===== src/oaht_pkg.sv =====
package oaht_pkg;

    localparam int TABLE_SIZE = 8;
    localparam int IDX_W      = $clog2(TABLE_SIZE);
    localparam int KEY_W      = 32;
    localparam int SLOT_W     = 3;

    typedef logic [IDX_W-1:0] idx_t;
    typedef logic [KEY_W-1:0] key_t;

    typedef enum logic [1:0] {
        ACT_INSERT = 2'd0,
        ACT_REMOVE = 2'd1,
        ACT_LOOKUP = 2'd2
    } action_t;

    typedef enum logic [1:0] {
        MARK_FREE     = 2'd0,
        MARK_OCCUPIED = 2'd1,
        MARK_DELETED  = 2'd2
    } mark_t;

    typedef enum logic [2:0] {
        ST_INSERTED = 3'd0,
        ST_FULL     = 3'd1,
        ST_REMOVED  = 3'd2,
        ST_ABSENT   = 3'd3,
        ST_FOUND    = 3'd4
    } status_t;

    typedef enum logic [1:0] {
        FSM_IDLE  = 2'd0,
        FSM_PROBE = 2'd1,
        FSM_DONE  = 2'd2
    } fsm_t;

    typedef struct packed {
        logic  en;
        logic  set_key;
        idx_t  idx;
        mark_t mark;
    } wr_cmd_t;

endpackage


===== src/oaht_store.sv =====
module oaht_store (
    input  logic               aclk,
    input  logic               aresetn,
    input  oaht_pkg::idx_t     rd_idx,
    output oaht_pkg::key_t     rd_key,
    output oaht_pkg::mark_t    rd_mark,
    input  oaht_pkg::wr_cmd_t  wr,
    input  oaht_pkg::key_t     wr_key
);

    oaht_pkg::key_t  keys_reg  [oaht_pkg::TABLE_SIZE];
    oaht_pkg::mark_t marks_reg [oaht_pkg::TABLE_SIZE];

    always_ff @(posedge aclk) begin
        if (wr.en && wr.set_key) begin
            keys_reg[wr.idx] <= wr_key;
        end
    end

    always_ff @(posedge aclk) begin
        if (!aresetn) begin
            for (int i = 0; i < oaht_pkg::TABLE_SIZE; i++) begin
                marks_reg[i] <= oaht_pkg::MARK_FREE;
            end
        end else if (wr.en) begin
            marks_reg[wr.idx] <= wr.mark;
        end
    end

    assign rd_key  = keys_reg[rd_idx];
    assign rd_mark = marks_reg[rd_idx];

endmodule


===== src/oaht_probe.sv =====
module oaht_probe (
    input  logic               aclk,
    input  logic               aresetn,
    input  logic               s_valid,
    output logic               s_ready,
    input  logic [1:0]         s_action,
    input  logic [31:0]        s_key,
    output logic               m_valid,
    input  logic               m_ready,
    output logic [2:0]         m_status,
    output logic [2:0]         m_slot,
    output oaht_pkg::idx_t     rd_idx,
    input  oaht_pkg::key_t     rd_key,
    input  oaht_pkg::mark_t    rd_mark,
    output oaht_pkg::wr_cmd_t  wr,
    output oaht_pkg::key_t     wr_key
);

    localparam int IW = oaht_pkg::IDX_W;

    oaht_pkg::fsm_t    state_reg, state_next;
    oaht_pkg::action_t action_reg, action_next;
    oaht_pkg::key_t    key_reg, key_next;
    oaht_pkg::idx_t    pos_reg, pos_next;
    oaht_pkg::idx_t    k_reg, k_next;
    oaht_pkg::status_t status_reg, status_next;
    logic [oaht_pkg::SLOT_W-1:0] slot_reg, slot_next;

    oaht_pkg::idx_t home;
    oaht_pkg::idx_t step;
    oaht_pkg::idx_t adv_pos;
    logic [IW:0]    sum;
    logic           last;

    assign home = IW'(s_key % oaht_pkg::TABLE_SIZE);
    assign step = k_reg + IW'(1);
    assign sum  = (IW+1)'(pos_reg) + (IW+1)'(step);
    assign adv_pos = (sum >= (IW+1)'(oaht_pkg::TABLE_SIZE))
                   ? IW'(sum - (IW+1)'(oaht_pkg::TABLE_SIZE)) : IW'(sum);
    assign last = (k_reg == IW'(oaht_pkg::TABLE_SIZE - 1));

    always_ff @(posedge aclk) begin
        if (!aresetn) begin
            state_reg <= oaht_pkg::FSM_IDLE;
        end else begin
            state_reg <= state_next;
        end
    end

    always_ff @(posedge aclk) begin
        action_reg <= action_next;
        key_reg    <= key_next;
        pos_reg    <= pos_next;
        k_reg      <= k_next;
        status_reg <= status_next;
        slot_reg   <= slot_next;
    end

    always_comb begin
        state_next  = state_reg;
        action_next = action_reg;
        key_next    = key_reg;
        pos_next    = pos_reg;
        k_next      = k_reg;
        status_next = status_reg;
        slot_next   = slot_reg;
        wr.en       = 1'b0;
        wr.set_key  = 1'b0;
        wr.idx      = pos_reg;
        wr.mark     = oaht_pkg::MARK_OCCUPIED;

        unique case (state_reg)
            oaht_pkg::FSM_IDLE: begin
                if (s_valid) begin
                    action_next = oaht_pkg::action_t'(s_action);
                    key_next    = s_key;
                    pos_next    = home;
                    k_next      = '0;
                    state_next  = oaht_pkg::FSM_PROBE;
                end
            end
            oaht_pkg::FSM_PROBE: begin
                unique case (action_reg)
                    oaht_pkg::ACT_INSERT: begin
                        if (rd_mark != oaht_pkg::MARK_OCCUPIED) begin
                            wr.en       = 1'b1;
                            wr.set_key  = 1'b1;
                            status_next = oaht_pkg::ST_INSERTED;
                            slot_next   = oaht_pkg::SLOT_W'(pos_reg);
                            state_next  = oaht_pkg::FSM_DONE;
                        end else if (last) begin
                            status_next = oaht_pkg::ST_FULL;
                            slot_next   = '0;
                            state_next  = oaht_pkg::FSM_DONE;
                        end else begin
                            pos_next = adv_pos;
                            k_next   = step;
                        end
                    end
                    oaht_pkg::ACT_REMOVE, oaht_pkg::ACT_LOOKUP: begin
                        if (rd_mark == oaht_pkg::MARK_FREE) begin
                            status_next = oaht_pkg::ST_ABSENT;
                            slot_next   = '0;
                            state_next  = oaht_pkg::FSM_DONE;
                        end else if (rd_key == key_reg) begin
                            state_next = oaht_pkg::FSM_DONE;
                            if (rd_mark != oaht_pkg::MARK_OCCUPIED) begin
                                status_next = oaht_pkg::ST_ABSENT;
                                slot_next   = '0;
                            end else if (action_reg == oaht_pkg::ACT_REMOVE) begin
                                wr.en       = 1'b1;
                                wr.mark     = oaht_pkg::MARK_DELETED;
                                status_next = oaht_pkg::ST_REMOVED;
                                slot_next   = oaht_pkg::SLOT_W'(pos_reg);
                            end else begin
                                status_next = oaht_pkg::ST_FOUND;
                                slot_next   = oaht_pkg::SLOT_W'(pos_reg);
                            end
                        end else if (last) begin
                            status_next = oaht_pkg::ST_ABSENT;
                            slot_next   = '0;
                            state_next  = oaht_pkg::FSM_DONE;
                        end else begin
                            pos_next = adv_pos;
                            k_next   = step;
                        end
                    end
                    default: begin
                        status_next = oaht_pkg::ST_ABSENT;
                        slot_next   = '0;
                        state_next  = oaht_pkg::FSM_DONE;
                    end
                endcase
            end
            oaht_pkg::FSM_DONE: begin
                if (m_ready) begin
                    state_next = oaht_pkg::FSM_IDLE;
                end
            end
            default: begin
                state_next = oaht_pkg::FSM_IDLE;
            end
        endcase
    end

    assign rd_idx   = pos_reg;
    assign wr_key   = key_reg;
    assign s_ready  = (state_reg == oaht_pkg::FSM_IDLE);
    assign m_valid  = (state_reg == oaht_pkg::FSM_DONE);
    assign m_status = status_reg;
    assign m_slot   = slot_reg;

`ifndef SYNTH
    a_ready_excl: assert property (@(posedge aclk) disable iff (!aresetn)
        !(s_ready && m_valid))
        else $error("input and result sides active together");

    a_accept_busy: assert property (@(posedge aclk) disable iff (!aresetn)
        (s_valid && s_ready) |=> (!s_ready && !m_valid))
        else $error("no probe cycle after an accepted transaction");

    a_write_probe: assert property (@(posedge aclk) disable iff (!aresetn)
        wr.en |-> (state_reg == oaht_pkg::FSM_PROBE))
        else $error("table written outside probing");

    a_pos_range: assert property (@(posedge aclk) disable iff (!aresetn)
        (state_reg == oaht_pkg::FSM_PROBE) |-> (pos_reg < oaht_pkg::TABLE_SIZE))
        else $error("probe position out of range");

    a_miss_slot: assert property (@(posedge aclk) disable iff (!aresetn)
        (m_valid && (m_status == oaht_pkg::ST_FULL || m_status == oaht_pkg::ST_ABSENT))
        |-> (m_slot == '0))
        else $error("nonzero slot on a miss");
`endif

endmodule


===== src/open_addressing_hash_table.sv =====
// Channel  | Ports                                   | Direction
// ---------+-----------------------------------------+----------
// request  | s_valid, s_ready, s_action, s_key       | in
// result   | m_valid, m_ready, m_status, m_slot      | out
//
// A transaction is accepted in FSM_IDLE, then the single probe sequencer
// reads one slot at a time, from 1 up to TABLE_SIZE (8) probed slots.
// The result is then held until taken, and s_ready returns the cycle after.
// Reset clears all slot marks to free at once; no clearing pass is needed.
// A stalled result holds the block; no new transaction is taken meanwhile.
module open_addressing_hash_table (
    input  logic        aclk,
    input  logic        aresetn,
    input  logic        s_valid,
    output logic        s_ready,
    input  logic [1:0]  s_action,
    input  logic [31:0] s_key,
    output logic        m_valid,
    input  logic        m_ready,
    output logic [2:0]  m_status,
    output logic [2:0]  m_slot
);

    oaht_pkg::idx_t    rd_idx;
    oaht_pkg::key_t    rd_key;
    oaht_pkg::mark_t   rd_mark;
    oaht_pkg::wr_cmd_t wr;
    oaht_pkg::key_t    wr_key;

    oaht_store u_store (
        .aclk    (aclk),
        .aresetn (aresetn),
        .rd_idx  (rd_idx),
        .rd_key  (rd_key),
        .rd_mark (rd_mark),
        .wr      (wr),
        .wr_key  (wr_key)
    );

    oaht_probe u_probe (
        .aclk     (aclk),
        .aresetn  (aresetn),
        .s_valid  (s_valid),
        .s_ready  (s_ready),
        .s_action (s_action),
        .s_key    (s_key),
        .m_valid  (m_valid),
        .m_ready  (m_ready),
        .m_status (m_status),
        .m_slot   (m_slot),
        .rd_idx   (rd_idx),
        .rd_key   (rd_key),
        .rd_mark  (rd_mark),
        .wr       (wr),
        .wr_key   (wr_key)
    );

endmodule

===== config.mk =====
export PLATFORM = sky130hd
export DESIGN_NAME = open_addressing_hash_table
export DESIGN_NICKNAME = d
export VERILOG_FILES = /design/src/oaht_pkg.sv /design/src/oaht_store.sv /design/src/oaht_probe.sv /design/src/open_addressing_hash_table.sv
export SDC_FILE = /design/constraint.sdc
export NUM_CORES = 1
export LEC_CHECK = 0
export BUFFER_PORTS_ARGS = -buffer_cell sky130_fd_sc_hd__buf_2
export CAP_MARGIN = 20
export CORE_UTILIZATION = 40
export CTS_CLUSTER_DIAMETER = 100
export CTS_CLUSTER_SIZE = 40
export DETAILED_ROUTE_END_ITERATION = 12
export GPL_TIMING_DRIVEN = 1
export PLACE_DENSITY_LB_ADDON = 0.12
export SLEW_MARGIN = 5
export SYNTH_ARGS = -nofsm -noshare
export SYNTH_HDL_FRONTEND = slang
export SYNTH_HIERARCHICAL = 1
export SYNTH_SLANG_ARGS = --single-unit

===== constraint.sdc =====
create_clock -name aclk -period 5.05 [get_ports aclk]
set_input_delay 0.2525 -clock aclk [delete_from_list [all_inputs] [get_ports aclk]]
set_output_delay 0.2525 -clock aclk [all_outputs]
set_load 0.02 [all_outputs]

==> impl_metrics.yaml <==
timing:
  holdWs_ns: 0.08716
  fin_skew_ns: 0.03069
  relSlewSlack_pct: 58.11
  rsz0062_at_grt: "false"
  period_share_pct: 93.69
  finalCriticalPeriod_ns: 4.731
  worst_slew_pin_slew_ns: 0.6284
  setup_violations: 0
  fmax_ghz: 0.2114
  fin_setup_tns_ns: 0
  final_hold_viol_count: 0
  drv_slew: 0
power_and_ir_drop:
  p_int_mw: 4.035
  p_per_area_mw_per_mm2: 368.1
  clockPowerShare_pct: 26.6
  total_power_mw: 5.368
  peakVddDrop_mv: 0.1920
  power_frac_comb_pct: 16.1
  switchingPower_mw: 1.333
  seqPwrFrac_pct: 57.4
  p_sw_share_pct: 24.83
  cellLeakagePower_nw: 4.763
synth:
  syn_avg_cell_area_um2: 20.98
  ys_seq_area_share_pct: 74.55
  ys_types: 48
  synth_seq_cells: 320
  ys.flop_type: "edfxtp_1"
  synth_edf_count: 318
  syn_nets: 659
  synthArstFlopShare_pct: 0
  syn_inst: 613
  synth_area_leaders: "edfxtp_1, mux4_2, mux4_1, mux2_4, xor2_1"
  yosys.area.top_type_share_pct: 74.23
  syn_area_mm2: 0.01286
  yosysTopAreaCell: "edfxtp_1"
  yosysWarnings: 6
route:
  routedWlPerCell_um: 21.79
  via_count: 5827
  viasPerCell: 5.269
  totalWireLength_mm: 24.10
  top_layer: "met4"
  ant_nets: 0
  drc_errors: 0
  wl_met2_mm: 11.96
  drt_iter0_drc: 390
  met3_wirelength_um: 788
  met1_length_mm: 11.04
  dr.pass1.iters: 5
worst_setup_path:
  slowest_stage: "mux4_2"
  crit_path_end_kind: "register"
  cp_cell_sequence: "buf_12, mux4_2, mux2_2, xor2_1, nor4_1, buf_4, nand4_1, nor2_4, nand3_1, a21oi_1, buf_4, nand3_1, nor2_4, buf_12"
  required_ns: 5.23
  crit_fanout: 44
  crit_path_max_incr_delay_ns: 0.56
  r2r_slack_ns: 0.32
  start_kind: "register"
  rr_startpoint: "u_probe/rd_idx[0]"
  path_class: "register to register"
  crit_arrival_ns: 4.92
  rr_worst_depth: 14
  reg2reg_to: "u_store/keys_reg[3][22]"
finish:
  fin_nets: 743
  utilization_pct: 46.09
  drive_above_1_share_pct: 26.99
  n_antenna_cell: 0
  largest_reg_flops: 256
  area_growth_pct: 13.35
  layout.cells.non_filler: 1106
global_routing:
  grt_pass1_vias: 6279
  overflow: 0
  grt_usage_pct: 15.09
  antenna_found_initial: 0
  grt_pass1_wl_mm: 37.34
  grt_max_degree: 75
clock_tree:
  root_buffer: "clkbuf_16"
  cts_made_buffers: 14
  cts_num_sinks: 320
  clk_pin_slew_ns: 0.11
  ctsLongestPathBuffers: 3
  h-tree-depth: 1
  cts_setup_buffers: 0
  cts_tree: "yes"
  clock_latency_ns: 0.51
placement:
  dpl.cell_count: 1048
  port_buffers: 45
  place_hpwl_mm: 13.53
  place.gp.congestion: 0.7509
floorplan:
  fp.coreArea_mm2: 0.03164
  fp.dieW_um: 181.3
  fp.dieH_um: 181.3
  pin_count: 46
  die_area_mm2: 0.03288
  placementRows: 65
  start_util_pct: 40.66
min_path:
  hold_path.class: "input port to register"
  min_from: "s_valid"
  min_to: "u_probe/state_reg[0]"
  holdPathStages: 3
run:
  max-cap-violations: 0
outcome:
  status: "complete, no violations"
-- worst max path at each step --
stage	from	endpoint	slack, ns	cells past startpoint
after floorplan	u_probe/rd_idx[0]	u_store/keys_reg[1][0]	0.17	13
after global placement	u_probe/rd_idx[0]	u_store/keys_reg[1][22]	0.28	14
after detailed placement	u_probe/rd_idx[0]	u_store/keys_reg[5][10]	0.24	14
after CTS	u_probe/rd_idx[0]	u_store/keys_reg[7][4]	0.22	14
after global routing	u_probe/rd_idx[0]	u_store/keys_reg[7][4]	0.01	14
final	u_probe/rd_idx[0]	u_store/keys_reg[3][22]	0.32	14
-- power by group through the flow --
stage / Clock, mW / Sequential (mW) / Combinational (mW)
3_5_place_dp: 0 / 3.14 / 0.852
6_report: 1.43 / 3.08 / 0.862
3_3_place_gp: 0 / 3.14 / 0.849
2_1_floorplan: 0 / 3.11 / 0.666
4_1_cts: 1.49 / 3.08 / 0.879
5_1_grt: 1.57 / 3.09 / 0.942
-- metrics by stage --
| stage | cell area, um^2 | worst slack (ns) |
|---|---|---|
| after floorplan | 12860 | 0.1749 |
| after detailed placement | 13730 | 0.2448 |
| after global placement | 13730 | 0.2813 |
| after global routing | 14580 | 0.01179 |
| after CTS | 14550 | 0.2237 |
| final | 14580 | 0.3186 |
-- repair_timing --
item	in CTS	in global routing
resized for setup	0	0
endpoints found under the hold margin	34	0
hold buffers	34	0
-- critical path, delay by kind of cell (launching register included) --
family	cells	cell delay, ns
XOR/XNOR	1	0.14
flip-flops	1	0.51
multiplexers	2	0.84
AO/OA/AOI/OAI	1	0.17
AND/OR/NAND/NOR	6	1.71
buffers and inverters	4	0.95
-- cells in the mapped netlist (2+ instances only) --
master and count:
nand3_1 3, mux4_2 56, clkbuf_1 14, mux2_2 14, nor3_1 2, nor4_1 8, dfxtp_1 2, a22o_1 3
xor2_1 34, nor2b_1 2, buf_12 3, mux2_4 20, buf_4 3, nand2b_1 7, o21ai_1 6, a21oi_1 4
nor2_1 32, inv_1 9, o21ai_0 6, nand4b_1 2, edfxtp_1 318, ha_1 7, nand4_1 4, mux4_1 12
buf_2 8, nand2_1 12
-- layout by cell type (no fill, tap or decap), types with 2 or more instances in the layout --
| cell | n |
|---|---|
| dlygate4sd3_1 | 34 |
| nand2_1 | 12 |
| mux2_4 | 20 |
| mux2_2 | 14 |
| nor3_1 | 2 |
| buf_2 | 45 |
| nand4b_1 | 2 |
| buf_4 | 6 |
| nor4_1 | 8 |
| inv_12 | 2 |
| a22o_1 | 3 |
| nor2_1 | 24 |
| o21ai_0 | 6 |
| ha_1 | 7 |
| dfxtp_1 | 2 |
| a21oi_1 | 4 |
| o21ai_1 | 6 |
| xor2_1 | 34 |
| nor2_4 | 9 |
| nand3_1 | 3 |
| nor2b_1 | 2 |
| edfxtp_1 | 318 |
| clkinv_2 | 2 |
| nand4_1 | 4 |
| mux4_1 | 12 |
| nand2b_1 | 7 |
| clkbuf_16 | 15 |
| mux4_2 | 56 |
| inv_1 | 9 |
| buf_12 | 11 |
| inv_6 | 2 |
-- per-layer routing --
layer | vias to the layer above | GRT usage (%)
li1 | 2644 | -
met1 | 3073 | 21.03
met2 | 86 | 25.48
met3 | 24 | 1.935
met4 | 0 | 3.153
met5 | - | 0
-- logic make-up after synthesis --
family,share of synthesized area [%]
buffers and inverters,1.712
multiplexers,15.89
adder cells (fa/ha/maj),0.8365
AND/OR/NAND/NOR,3.132
AO/OA/AOI/OAI,1.498
XOR/XNOR,2.383
flip-flops,74.55
-- area by class of cell --
type | instances | area, um^2
Fill cell | 2620 | 17060
Sequential cell | 320 | 9589
Multi-Input combinational cell | 255 | 3115
Timing Repair Buffer | 97 | 858.3
Tap cell | 402 | 503.0
Clock buffer | 15 | 375.4
Clock inverter | 8 | 106.4
Inverter | 9 | 33.78
Power figures use the tool's default switching activity.
